==> src/hdl/ulaw_playback_stretch_mixer_macros.svh <==
// Assertion macros for the mu-law playback stretch mixer.
// Used by the top level; the macros expect clk_i and rst_ni in scope.
`ifndef ULAW_PLAYBACK_STRETCH_MIXER_MACROS_SVH
`define ULAW_PLAYBACK_STRETCH_MIXER_MACROS_SVH

`define ULPSM_ASSERT_SAME(label, ante, cons) \
  label: assert property (@(posedge clk_i) disable iff (!rst_ni) (ante) |-> (cons)) \
    else $error("ulpsm assertion failed");

`define ULPSM_ASSERT_NEXT(label, ante, cons) \
  label: assert property (@(posedge clk_i) disable iff (!rst_ni) (ante) |=> (cons)) \
    else $error("ulpsm assertion failed");

`endif

==> src/hdl/ulpsm_pkg.sv <==
// Package for the mu-law playback stretch mixer.
// Holds the item structs, the register set type and the register indexes.
package ulpsm_pkg;

  localparam int unsigned AddrW = 3;
  localparam int unsigned DataW = 32;
  localparam logic [14:0] MuBias = 15'd132;
  localparam logic signed [16:0] PcmMax = 17'sd32767;
  localparam logic signed [16:0] PcmMin = -17'sd32768;

  typedef enum logic {
    REG_RATE_MODE  = 1'b0,
    REG_WIDTH_MODE = 1'b1
  } reg_idx_e;

  typedef struct packed {
    logic [7:0]         ulaw_code;
    logic               packet_start;
    logic               mix_enable;
    logic signed [15:0] existing_first;
    logic signed [15:0] existing_second;
  } in_item_t;

  typedef struct packed {
    logic signed [15:0] pcm_sample;
    logic               last_of_item;
  } out_item_t;

  typedef struct packed {
    logic rate_mode;
    logic width_mode;
  } cfg_t;

endpackage

==> src/hdl/ulpsm_regs.sv <==
// APB configuration registers for the mu-law playback stretch mixer.
// Depends on ulpsm_pkg.
module ulpsm_regs (
  input  logic                        clk_i,
  input  logic                        rst_ni,
  input  logic                        psel,
  input  logic                        penable,
  input  logic                        pwrite,
  input  logic [ulpsm_pkg::AddrW-1:0] paddr,
  input  logic [ulpsm_pkg::DataW-1:0] pwdata,
  output logic [ulpsm_pkg::DataW-1:0] prdata,
  output logic                        pready,
  output ulpsm_pkg::cfg_t             cfg_o
);
  import ulpsm_pkg::*;

  cfg_t     cfg_q, cfg_d;
  reg_idx_e idx;
  logic     wr_en;

  assign idx    = reg_idx_e'(paddr[2]);
  assign pready = 1'b1;
  assign wr_en  = psel & penable & pwrite & pready;

  always_comb begin
    cfg_d = cfg_q;
    if (wr_en) begin
      unique case (idx)
        REG_RATE_MODE:  cfg_d.rate_mode  = pwdata[0];
        REG_WIDTH_MODE: cfg_d.width_mode = pwdata[0];
        default:        cfg_d = cfg_q;
      endcase
    end
  end

  always_comb begin
    unique case (idx)
      REG_RATE_MODE:  prdata = {{(DataW-1){1'b0}}, cfg_q.rate_mode};
      REG_WIDTH_MODE: prdata = {{(DataW-1){1'b0}}, cfg_q.width_mode};
      default:        prdata = '0;
    endcase
  end

  always_ff @(posedge clk_i or negedge rst_ni) begin
    if (!rst_ni) begin
      cfg_q <= '0;
    end else begin
      cfg_q <= cfg_d;
    end
  end

  assign cfg_o = cfg_q;

endmodule

==> src/hdl/ulpsm_expand.sv <==
// Mu-law to 16-bit linear PCM expander, purely combinational.
// Depends on ulpsm_pkg.
module ulpsm_expand (
  input  logic [7:0]         code_i,
  output logic signed [15:0] lin_o
);
  import ulpsm_pkg::*;

  logic [7:0]  u;
  logic [2:0]  ex;
  logic [14:0] base;
  logic [14:0] mag;

  assign u    = ~code_i;
  assign ex   = u[6:4];
  assign base = {8'd0, u[3:0], 3'd0} + MuBias;
  assign mag  = (base << ex) - MuBias;
  assign lin_o = u[7] ? -$signed({1'b0, mag}) : $signed({1'b0, mag});

endmodule

==> src/hdl/ulpsm_mix.sv <==
// Output sample former: width conversion and optional mix with a buffer sample.
// Depends on ulpsm_pkg.
module ulpsm_mix (
  input  logic signed [15:0] lin_i,
  input  logic               mix_i,
  input  logic               width8_i,
  input  logic signed [15:0] existing_i,
  output logic signed [15:0] sample_o
);
  import ulpsm_pkg::*;

  logic [7:0]         b;
  logic [7:0]         b_mix;
  logic signed [16:0] sum;
  logic signed [15:0] sat;

  assign b     = lin_i[15:8] ^ 8'h80;
  assign b_mix = mix_i ? (b + existing_i[7:0]) : b;
  assign sum   = 17'(lin_i) + 17'(existing_i);

  always_comb begin
    if (!mix_i) begin
      sat = lin_i;
    end else if (sum > PcmMax) begin
      sat = PcmMax[15:0];
    end else if (sum < PcmMin) begin
      sat = PcmMin[15:0];
    end else begin
      sat = sum[15:0];
    end
  end

  assign sample_o = width8_i ? $signed({8'd0, b_mix}) : sat;

endmodule

==> src/hdl/ulaw_playback_stretch_mixer.sv <==
// Top level of the mu-law playback stretch mixer.
// Depends on ulpsm_pkg, ulpsm_regs, ulpsm_expand, ulpsm_mix and the macro header.
//
//   Channel   Handshake              Payload
//   in        in_valid_i/in_stall_o  in_i   (ulpsm_pkg::in_item_t)
//   out       out_valid_o/out_stall_i out_o (ulpsm_pkg::out_item_t)
//   config    APB psel/penable       paddr, pwdata, prdata
//
// An item is expanded and mixed combinationally into the result register.
// Each item gives one result, or two on a stretch duplicate, one per cycle while out_stall_i is low.
// A new item is taken in the cycle its predecessor's last result leaves.
// Reset clears the config registers, the stretch phase, the output select and the result valid flag.
`include "ulaw_playback_stretch_mixer_macros.svh"
module ulaw_playback_stretch_mixer (
  input  logic                        clk_i,
  input  logic                        rst_ni,
  input  logic                        in_valid_i,
  output logic                        in_stall_o,
  input  ulpsm_pkg::in_item_t         in_i,
  output logic                        out_valid_o,
  input  logic                        out_stall_i,
  output ulpsm_pkg::out_item_t        out_o,
  input  logic                        psel,
  input  logic                        penable,
  input  logic                        pwrite,
  input  logic [ulpsm_pkg::AddrW-1:0] paddr,
  input  logic [ulpsm_pkg::DataW-1:0] pwdata,
  output logic [ulpsm_pkg::DataW-1:0] prdata,
  output logic                        pready
);
  import ulpsm_pkg::*;

  cfg_t               cfg;
  logic signed [15:0] lin;
  logic signed [15:0] s0, s1;
  logic [2:0]         ph;
  logic [2:0]         phase_q, phase_d;
  logic               dup;
  logic               in_acc, out_acc, out_last;
  logic               valid_q, valid_d;
  logic               sel_q, sel_d;
  logic               dup_q;
  logic signed [15:0] s0_q, s1_q;

  ulpsm_regs u_regs (
    .clk_i   (clk_i),
    .rst_ni  (rst_ni),
    .psel    (psel),
    .penable (penable),
    .pwrite  (pwrite),
    .paddr   (paddr),
    .pwdata  (pwdata),
    .prdata  (prdata),
    .pready  (pready),
    .cfg_o   (cfg)
  );

  ulpsm_expand u_expand (
    .code_i (in_i.ulaw_code),
    .lin_o  (lin)
  );

  ulpsm_mix u_mix_first (
    .lin_i      (lin),
    .mix_i      (in_i.mix_enable),
    .width8_i   (cfg.width_mode),
    .existing_i (in_i.existing_first),
    .sample_o   (s0)
  );

  ulpsm_mix u_mix_second (
    .lin_i      (lin),
    .mix_i      (in_i.mix_enable),
    .width8_i   (cfg.width_mode),
    .existing_i (in_i.existing_second),
    .sample_o   (s1)
  );

  assign ph  = in_i.packet_start ? 3'd0 : phase_q;
  assign dup = cfg.rate_mode & (ph != 3'd0) & ~ph[0];

  assign out_last    = sel_q | ~dup_q;
  assign out_valid_o = valid_q;
  assign out_acc     = valid_q & ~out_stall_i;
  assign in_stall_o  = valid_q & ~(out_acc & out_last);
  assign in_acc      = in_valid_i & ~in_stall_o;

  assign out_o.pcm_sample   = sel_q ? s1_q : s0_q;
  assign out_o.last_of_item = out_last;

  always_comb begin
    phase_d = phase_q;
    valid_d = valid_q;
    sel_d   = sel_q;
    if (in_acc) begin
      phase_d = ph + 3'd1;
      valid_d = 1'b1;
      sel_d   = 1'b0;
    end else if (out_acc) begin
      if (out_last) begin
        valid_d = 1'b0;
      end else begin
        sel_d = 1'b1;
      end
    end
  end

  always_ff @(posedge clk_i or negedge rst_ni) begin
    if (!rst_ni) begin
      phase_q <= '0;
      valid_q <= 1'b0;
      sel_q   <= 1'b0;
    end else begin
      phase_q <= phase_d;
      valid_q <= valid_d;
      sel_q   <= sel_d;
    end
  end

  always_ff @(posedge clk_i) begin
    if (in_acc) begin
      s0_q  <= s0;
      s1_q  <= s1;
      dup_q <= dup;
    end
  end

  `ULPSM_ASSERT_NEXT(a_dup_second_follows, out_acc && !out_last, out_valid_o && out_last)
  `ULPSM_ASSERT_NEXT(a_start_sets_phase, in_acc && in_i.packet_start, phase_q == 3'd1)
  `ULPSM_ASSERT_SAME(a_no_take_over_pending, in_acc && valid_q, out_acc && out_last)

endmodule

==> config.mk <==
export PLATFORM = sky130hd
export DESIGN_NAME = ulaw_playback_stretch_mixer
export DESIGN_NICKNAME = d
export VERILOG_FILES = /design/src/hdl/ulpsm_pkg.sv /design/src/hdl/ulpsm_regs.sv /design/src/hdl/ulpsm_expand.sv /design/src/hdl/ulpsm_mix.sv /design/src/hdl/ulaw_playback_stretch_mixer.sv
export VERILOG_INCLUDE_DIRS = /design/src /design/src/hdl
export SDC_FILE = /design/constraint.sdc
export NUM_CORES = 1
export LEC_CHECK = 0
export BUFFER_PORTS_ARGS = -buffer_cell sky130_fd_sc_hd__buf_2
export CAP_MARGIN = 20
export CORE_MARGIN = 2
export CORE_UTILIZATION = 46
export CTS_BUF_LIST = sky130_fd_sc_hd__clkbuf_16
export CTS_CLUSTER_SIZE = 30
export DETAILED_ROUTE_END_ITERATION = 8
export PLACE_DENSITY = 0.7
export SYNTH_ARGS = -nofsm -noshare
export SYNTH_HDL_FRONTEND = slang
export SYNTH_SLANG_ARGS = --single-unit
==> constraint.sdc <==
create_clock -name clk_i -period 3.62 [get_ports clk_i]
set_clock_uncertainty 0.05 [all_clocks]
set_input_delay 0.724 -clock clk_i [delete_from_list [all_inputs] [get_ports clk_i]]
set_output_delay 0.724 -clock clk_i [all_outputs]
set_load 0.01 [all_outputs]
# After elaboration in Yosys (flattened, before gate mapping)

Index checks and enable logic that the tools add are counted.

Output and inout port bits: 52
Register bits after elaboration: 40
Input port bits: 84

Reduce and logical (&&, ||, !) cells: 7
Bitwise logic cells: 17
Magnitude comparators: 4
Mux-type cells: 20
Add/sub/neg operators: 8
Equal/unequal tests: 1
Shift operators: 1

Operators by type and width:

| operator                | count |
|---|---|
| $mux W16                | 8 |
| $pmux W32 S2            | 1 |
| $add A16 B16 Y17        | 2 |
| $gt A17 B16 Y1 const B  | 2 |
| $lt A17 B16 Y1 const B  | 2 |
| $mux W8                 | 4 |
| $add A8 B8 Y8           | 2 |
| $neg A15 Y16            | 1 |
| $shl A15 B3 Y15         | 1 |
| $sub A15 B8 Y15 const B | 1 |
| $add A7 B8 Y9 const B   | 1 |
| $and A1 B1 Y1           | 8 |
| $not A8 Y8              | 1 |
| $reduce_and A2 Y1       | 4 |
| $not A1 Y1              | 7 |
| $mux W1                 | 6 |
| $reduce_bool A2 Y1      | 2 |
| $add A3 B1 Y3 const B   | 1 |
| $mux W3                 | 1 |
| $reduce_bool A3 Y1      | 1 |
| $ne A2 B2 Y1 const B    | 1 |
| $or A1 B1 Y1            | 1 |

# Depth between registers and ports, before layout

Gate-level depths: netlist of run 1.

Depth after elaboration: 12
Depth in mapped cells: 23

# Modules after synthesis

Synthesis of run 1 repeated with hierarchy kept, for this count alone.

Cells, all modules: 688
Area total of the unflattened synthesis: 6148.4 µm²

By module, submodules not included:

| module                      | cells an instance | area each (µm²) | times used |
|---|---|---|---|
| ulpsm_mix at u_mix_first    | 214               | 1641.6          | 1 |
| ulpsm_mix at u_mix_second   | 218               | 1621.6          | 1 |
| ulaw_playback_stretch_mixer | 82                | 1510.2          | 1 |
| ulpsm_expand                | 133               | 1028.5          | 1 |
| ulpsm_regs                  | 41                | 346.6           | 1 |

# Least setup slack after synthesis of run 1

Ideal clock, no wire load.

Kind: input-to-reg
Start: input in_i[39] (netlist bit)
End: register s1_q[2] (data pin)
Cell stages on the path: 23
Setup time: 0.269 ns
Slack: -1.644 ns
Data arrival time: 4.945 ns
Data required time: 3.301 ns
Cells stage by stage: buf_6 clkbuf_4 buf_6 o211ai_1 ha_1 nand2b_1 a22oi_1 nand4_2 a211oi_1 xnor2_1 a41oi_1 xnor2_1 inv_1 ha_1 clkbuf_1 a21o_1 a21oi_1 nand3b_1 o221ai_1 xor2_1 a21oi_1 a221oi_1 o21ai_0

Cells in the longest elaborated chain, start to end: 11
Elaborated cells between the ends (all ways): 14
Classes of those cells: add/sub (4); order compare (2); shift (1); mux (6); bitwise (1)

RTL lines:

| element              | RTL line                           | text |
|---|---|---|
| from (decl)          | ulaw_playback_stretch_mixer.sv:19  | `input ulpsm_pkg::in_item_t in_i,` |
| $not A8 Y8 (*)       | ulpsm_expand.sv:14                 | `assign u = ~code_i;` |
| $shl A15 B3 Y15 (*)  | ulpsm_expand.sv:17                 | `assign mag = (base << ex) - MuBias;` |
| $sub A15 B8 Y15 (*)  | ulpsm_expand.sv:17                 |  |
| $neg A15 Y16         | ulpsm_expand.sv:18                 | `assign lin_o = u[7] ? -$signed({1'b0, mag}) : $signed({1'b0, mag});` |
| $mux W16 (*)         | ulpsm_expand.sv:18                 |  |
| $add A16 B16 Y17     | ulpsm_mix.sv:19                    | `assign sum = 17'(lin_i) + 17'(existing_i);` |
| $lt A17 B16 Y1       | ulpsm_mix.sv:26                    | `end else if (sum < PcmMin) begin` |
| $mux W16             | ulpsm_mix.sv:26                    |  |
| $mux W16             | ulpsm_mix.sv:24                    | `end else if (sum > PcmMax) begin` |
| $mux W16             | ulpsm_mix.sv:22                    | `if (!mix_i) begin` |
| $mux W8 (*)          | ulpsm_mix.sv:33                    | `assign sample_o = width8_i ? $signed({8'd0, b_mix}) : sat;` |
| via s1[2]            | ulaw_playback_stretch_mixer.sv:35  | `logic signed [15:0] s0, s1;` |
| to (signal assigned) | ulaw_playback_stretch_mixer.sv:123 | `s1_q <= s1;` |
| to (decl)            | ulaw_playback_stretch_mixer.sv:43  | `logic signed [15:0] s0_q, s1_q;` |

Mark *: on every way through the listed nets, which the timed path passes. The rest lies on a longest branch.
A chain may end at the register's enable or synchronous reset.

# Worst setup path in the final report of run 1

Start: input in_i[38] (netlist bit)
End: register s0_q[3] (data pin)

Cells in the longest elaborated chain, start to end: 11
Elaborated cells between the ends (all ways): 14
Classes of those cells: add/sub (4); order compare (2); shift (1); mux (6); bitwise (1)

RTL lines:

| element              | RTL line                           | text |
|---|---|---|
| $not A8 Y8 (*)       | ulpsm_expand.sv:14                 |  |
| $shl A15 B3 Y15 (*)  | ulpsm_expand.sv:17                 |  |
| $sub A15 B8 Y15 (*)  | ulpsm_expand.sv:17                 |  |
| $neg A15 Y16         | ulpsm_expand.sv:18                 |  |
| $mux W16 (*)         | ulpsm_expand.sv:18                 |  |
| $add A16 B16 Y17     | ulpsm_mix.sv:19                    |  |
| $lt A17 B16 Y1       | ulpsm_mix.sv:26                    |  |
| $mux W16             | ulpsm_mix.sv:26                    |  |
| $mux W16             | ulpsm_mix.sv:24                    |  |
| $mux W16             | ulpsm_mix.sv:22                    |  |
| $mux W8 (*)          | ulpsm_mix.sv:33                    |  |
| via s0[3]            | ulaw_playback_stretch_mixer.sv:35  |  |
| to (signal assigned) | ulaw_playback_stretch_mixer.sv:122 | `s0_q <= s0;` |
| to (decl)            | ulaw_playback_stretch_mixer.sv:43  |  |

Marks and branches as above.

==> out/results.tsv, run 1 <==
stage	metric	value	unit
outcome	status	finished with violations	
outcome	failing checks	negative setup slack	
sta	Final Hold Fails	0	
synthesis	ys flop type	edfxtp_1	
synthesis	post-synth top area cell	edfxtp_1	
grt	GRT met1 Usage	33.68	%
sta	fmax	212.9	MHz
placement	placed insts	943	
synthesis	Syn Std Cell Area	5187	µm²
synthesis	Cells after Synth	595	
placement	final RePlAce weighted congestion	0.9625	
sta	setup TNS	-28.64	ns
placement	area of placed instances	6914	µm²
routing	Iter 0 DRT Violations	321	
sta	post-layout min period	4.698	ns
pwr	Worst VDD drop	0.3955	mV
die	Initial Util	47.44	%
grt	vias in the first global route	5486	
synthesis	Yosys reg bits	40	
sta	slew of the pin with the lowest slew margin	0.8807	ns
clock_tree	H-tree Lvls	2	
placement	port bufs	70	
setup_path	endpoint class of the critical path	register	
grt	grt met3 use	2.704	%
grt	All-Layer GR Usage	28.84	%
routing	ANT nets after route	0	
synthesis	Post-synth EDFFs	33	
grt	first-pass GRT wire length	27.03	mm
die	die width	110.2	µm
synthesis	register area share after synthesis	22.48	%
clock_tree	CTS tree	done	
sta	Final Max Slew Viols	0	
setup_path	CP arrival	4.66	ns
finish	layout cells sized above 1	48.38	%
grt	pin count of the biggest net entering global routing	25	
clock_tree	CTS sink cnt	40	
setup_path	critical path fanouts, max	5	
die	core area	10940	µm²
clock_tree	clk root buf	clkbuf_16	
synthesis	Async S/R FF share, synth	17.50	%
synthesis	Post-synth top cells	a21oi_1 (51), ha_1 (48), nor2_1 (46)	
sta	endpoints failing setup	32	
routing	vias post-DR	5508	
min_path	hold crit path type	input port to async pin	
finish	Layout area overhead	49.54	%
clock_tree	clk buf depth	2	
clock_tree	Worst-path clk slew	0.06	ns
routing	drt drc	0	
finish	Final Non-Filler Cells	971	
synthesis	Yosys Warn Count	0	
sta	Max-slew headroom	41.07	%
routing	Via-to-Cell Ratio	5.673	
grt	busiest metal layer after global routing	met2	
setup_path	Crit path required time	3.58	ns
synthesis	largest cells by area after synthesis	edfxtp_1 (19%), ha_1 (12%), buf_4 (5.1%)	
sta	Hold Slack	0.2175	ns
routing	drt wl/cell	18.17	µm
finish	ANT cells	0	
setup_path	CP Launch Type	input port	
grt	initial antenna violation count	0	
finish	Post-Layout Inst Area	7757	µm²
synthesis	post-synthesis area per instance	8.718	µm²
sta	final setup margin	-1.078	ns
pwr	leakage power	3.486	nW
clock_tree	Num CTS Buffers	5	
clock_tree	latest clock arrival within the worst-skew pair	0.28	ns
sta	unrepaired setup endpoints after global routing	yes	
routing	drt first pass iters	5	
die	# IOs	136	
synthesis	top-count cell post-synth	a21oi_1	
sta	Final period util	129.8	%
run	Max-Cap Viols	0	
placement	HPWL Detailed	13.70	mm
pwr	PD cells	480.2	nW/µm²
synthesis	synth unique cells	79	
die	Std-Cell Rows	38	
pwr	Final Power	3.725	mW
routing	final wirelength	17.65	mm
setup_path	crit path kind	input port to register	
die	Die H	110.2	µm
finish	nets	966	
grt	met2 usage	54.25	%
finish	area of the multi-input gates	4357	µm²
grt	grt total ovfl	0	
die	Die ar.	12140	µm²
finish	Register Area	1166	µm²
synthesis	Synth top area share	19.10	%
finish	FILL cells	825	
[stage by stage]
stage	util (%)	setup WS (ns)
after floorplan	-	-1.410
after global placement	63.23	-1.370
after detailed placement	63.23	-1.545
after CTS	68.44	-1.001
after global routing	70.94	-1.188
final	70.94	-1.078
[final cells by class]
type / count / area share [%]
Multi-Input combinational cell: 507 / 56.16
Clock buffer: 5 / 1.613
Tap cell: 140 / 2.258
Clock inverter: 3 / 0.5484
Inverter: 26 / 1.323
Sequential cell: 40 / 15.03
Timing Repair Buffer: 250 / 23.06
[cells in the final DEF, fill, tap and decap left out, types with 4 or more instances in the layout]
cell type and instances:
a211oi_1 6, a211oi_2 4, a21o_1 18, a21oi_1 32, a21oi_2 16, and2_1 6
buf_2 67, buf_4 166, buf_6 14, clkbuf_16 5, conb_1 32, dfrtp_1 7
edfxtp_1 33, fa_1 4, ha_1 38, ha_4 9, inv_1 19, inv_2 6
maj3_2 5, mux2_2 20, mux2i_1 6, nand2_1 36, nand2b_1 6, nand3_1 7
nor2_1 42, nor2_2 4, nor2b_1 7, o211ai_1 13, o21a_1 4, o21ai_0 16
o21ai_1 10, o21ai_2 8, o21bai_1 5, o22ai_1 6, xnor2_1 27, xor2_1 14
[final timing paths]
kind | startpoint | to | slack (ns) | cells after the start
min in group clk_i | phase_q[0] | phase_q[0] | 0.44 | 2
worst min-delay path | rst_ni | phase_q[1] | 0.22 | 1
max in group asynchronous | rst_ni | phase_q[0] | 3.14 | 1
worst max register to register | sel_q | s0_q[1] | 0.86 | 5
worst max-delay path | in_i[38] | s0_q[3] | -1.08 | 23
worst min register to register | phase_q[0] | phase_q[0] | 0.44 | 2
[layer usage]
metal	vias to the layer above	wire length (µm)
met2	223	9244
met5	-	0
met4	0	615
met3	53	926
li1	2603	-
met1	2629	6860
[power breakdown]
part	leakage (nW)	internal, mW	total [mW]	switching (mW)
clock	0.0798	0.324	0.498	0.175
combinational	3.01	1.26	2.55	1.29
sequential	0.399	0.617	0.681	0.0639
[logic make-up after synthesis]
group           count (synthesis)  synth area share [%]
mux                            30                 6.922
compound gates                189                 24.55
buf+inv                        78                 8.611
xor+xnor                       51                 9.165
flops                          40                 22.48
other cells                     2                0.1448
fa+ha+maj                      57                 14.09
simple gates                  148                 14.04
[sequential cells by signal (all words and copies together) (netlist names)]
signal and cells:
s1_q 16, phase_q 3, sel_q 1, u_regs.cfg_o 2, s0_q 16, out_valid_o 1
dup_q 1
[repair_timing]
item                                    4_1_cts  5_1_grt
endpoints found under the setup margin       32       32
gates resized for setup                      58       58
buffers inserted                             14        6
pin swaps                                    39       36
hold buffers                                  0        0
[worst max-delay path: stages]
cell,delay (ns)
buf_8,0.11
clkinv_4,0.04
o211ai_1,0.12
buf_4,0.17
ha_4,0.15
nand2b_4,0.13
a22oi_2,0.17
nand4_4,0.14
or3b_1,0.39
o211ai_2,0.12
a41oi_2,0.17
xnor2_2,0.23
inv_2,0.13
ha_4,0.32
a21oi_4,0.07
buf_4,0.13
o21ai_2,0.05
a21oi_2,0.06
buf_4,0.16
o21ai_4,0.18
nand2_2,0.09
maj3_2,0.32
mux4_2,0.49
Note: power is estimated with default switching activity, not from simulation.
==> run 2: changes to the inputs <==
==> constraint.sdc (replaced) <==
create_clock -name clk_i -period 5 [get_ports clk_i]
set_clock_uncertainty 0.05 [all_clocks]
set_input_delay 1 -clock clk_i [delete_from_list [all_inputs] [get_ports clk_i]]
set_output_delay 1 -clock clk_i [all_outputs]
set_load 0.01 [all_outputs]
==> run 2 against run 1 <==
The flow now finishes without violations. Count of clock-buffer cells in the layout unchanged. Cell area down 3.3%. Sequential power down 28%. Highest routed layer unchanged.
==> out/results.tsv, run 2 (synthesis gave the netlist of run 1 again) <==
stage	metric	value	unit	change
outcome	status	finished clean		
finish	Layout area overhead	44.55	%	
setup_path	crit path kind	input port to register		
grt	initial antenna violation count	0		unchanged
die	Die ar.	12140	µm²	unchanged
routing	drt drc	0		unchanged
setup_path	R2R Path Start	u_regs.cfg_o[0]		
clock_tree	CTS sink cnt	40		unchanged
setup_path	CP arrival	4.97	ns	+0.31 ns
min_path	Min-Delay Startpoint	phase_q[0]		
grt	grt total ovfl	0		unchanged
finish	largest registers	s0_q: 16 flops, s1_q: 16 flops, phase_q: 3 flops		
routing	vias post-DR	5388		-2.2%
sta	slew of the pin with the lowest slew margin	0.9186	ns	+0.03790 ns
die	Die H	110.2	µm	unchanged
sta	endpoints failing setup	0		-100%
routing	Via-to-Cell Ratio	5.654		-0.33%
grt	first-pass GRT wire length	25.30	mm	-6.4%
finish	layout cells sized above 1	45.76	%	-2.6 points
finish	Final Util	68.57	%	-2.4 points
die	Initial Util	47.44	%	unchanged
grt	pin count of the biggest net entering global routing	35		+40%
placement	final RePlAce weighted congestion	0.9307		-3.3%
setup_path	critical path fanouts, max	4		-1
finish	nets	948		-1.9%
setup_path	FF-to-FF setup slack	2.45	ns	+1.59 ns
setup_path	path depth of the worst reg2reg path	6		+1
pwr	leakage power	3.377	nW	-3.1%
grt	All-Layer GR Usage	26.86	%	-2.0 points
sta	final setup margin	0.002706	ns	+1.081 ns
sta	setup TNS	0	ns	+28.64 ns
sta	Hold Slack	0.4338	ns	+0.2163 ns
sta	post-layout min period	4.997	ns	
die	Std-Cell Rows	38		unchanged
setup_path	RR Endpoint	s1_q[4]		
routing	final wirelength	16.52	mm	-6.4%
placement	pre-CTS setup slack	-0.4729	ns	+1.072 ns
sta	unrepaired setup endpoints after global routing	yes		
finish	FILL cells	848		+2.8%
routing	drt first pass iters	5		unchanged
min_path	Hold Path Sink	phase_q[0]		
grt	vias in the first global route	5277		-3.8%
clock_tree	latest clock arrival within the worst-skew pair	0.28	ns	about the same
setup_path	crit path launch	in_i[38]		
setup_path	CP Launch Type	input port		
pwr	Worst VDD drop	0.3177	mV	-20%
min_path	hold path cells	2		
sta	Final period util	99.95	%	
finish	ANT cells	0		unchanged
clock_tree	clk buf depth	2		unchanged
routing	drt wl/cell	17.33	µm	-4.6%
sta	fmax	200.1	MHz	
clock_tree	Worst-path clk slew	0.06	ns	about the same
die	die width	110.2	µm	unchanged
setup_path	Crit path top cell by count	buf_4		
finish	most frequent cells in the layout	buf_4 (150), buf_2 (68), nor2_1 (42)		
placement	HPWL Detailed	12.84	mm	-6.3%
clock_tree	H-tree Lvls	2		unchanged
die	# IOs	136		unchanged
clock_tree	Num CTS Buffers	5		unchanged
min_path	hold crit path type	register to register		
clock_tree	clk root buf	clkbuf_16		
sta	Final Hold Fails	0		unchanged
placement	port bufs	70		unchanged
finish	commonest non-fill, non-tap cell in the layout	buf_4		
pwr	PD cells	341.3	nW/µm²	-29%
sta	Final Max Slew Viols	0		unchanged
sta	Max-slew headroom	38.54	%	-2.5 points
clock_tree	CTS tree	done		
run	Max-Cap Viols	0		unchanged
routing	ANT nets after route	0		unchanged
routing	Iter 0 DRT Violations	402		+25%
setup_path	slowest cell delay on critical path	0.47	ns	-0.02 ns
setup_path	endpoint class of the critical path	register		
setup_path	Crit path required time	4.97	ns	+1.39 ns
setup_path	worst-path cell with the longest stage delay	mux4_2		
die	core area	10940	µm²	unchanged
## run 2: layout make-up
class / instances / area (µm²) / area share [%]
multi-input cells: 507 / 4252 / 56.70
inverters: 26 / 102.6 / 1.368
clock buffers: 5 / 125.1 / 1.669
well taps: 140 / 175.2 / 2.336
flip-flops and latches: 40 / 1166 / 15.55
repair buffers: 232 / 1654 / 22.06
clock inverters: 3 / 23.77 / 0.3170
## run 2: critical path, delay by kind of cell
family	cells	cell delay (ns)
XOR/XNOR	1	0.22
buffers and inverters	11	1.23
AND/OR/NAND/NOR	4	0.53
multiplexers	1	0.47
adder cells (fa/ha/maj)	3	0.65
AO/OA/AOI/OAI	5	0.88
## run 2: metal layers
metal,global-route usage [%],vias to the layer above,wire length (µm)
met5,0,-,0
met4,11.88,0,723
met3,2.939,55,980
met2,50.83,218,8442
met1,30.06,2538,6368
li1,-,2577,-
## run 2: repair_timing
item | 4_1_cts | 5_1_grt
pin swaps | 28 | 49
resized for setup | 32 | 62
setup endpoints to repair | 28 | 31
hold buffers | 0 | 0
buffers inserted | 19 | 5
## run 2: through the flow
stage,power (mW),instance area (µm²),std cells
global route,2.711,7498,953
floorplan,1.409,5498,625
CTS,2.416,7183,948
global placement,1.963,6723,922
detailed placement,2.005,6723,922
finish,2.559,7498,953
## run 2: report_power, final
part,switching [mW],internal (mW)
clock,0.130,0.185
sequential,0.0441,0.446
combinational,0.882,0.871
total,1.06,1.50
## run 2: how the worst max path moves through the flow
| stage | end | slack [ns] | cells after the start |
|---|---|---|---|
| 6_report | s0_q[3] | 0.003 | 25 |
| 5_1_grt | s0_q[4] | -0.15 | 23 |
| 4_1_cts | s1_q[6] | 0.005 | 21 |
| 3_5_place_dp | s0_q[3] | -0.47 | 22 |
| 3_3_place_gp | s0_q[2] | -0.37 | 22 |
| 2_1_floorplan | s1_q[2] | -0.33 | 23 |
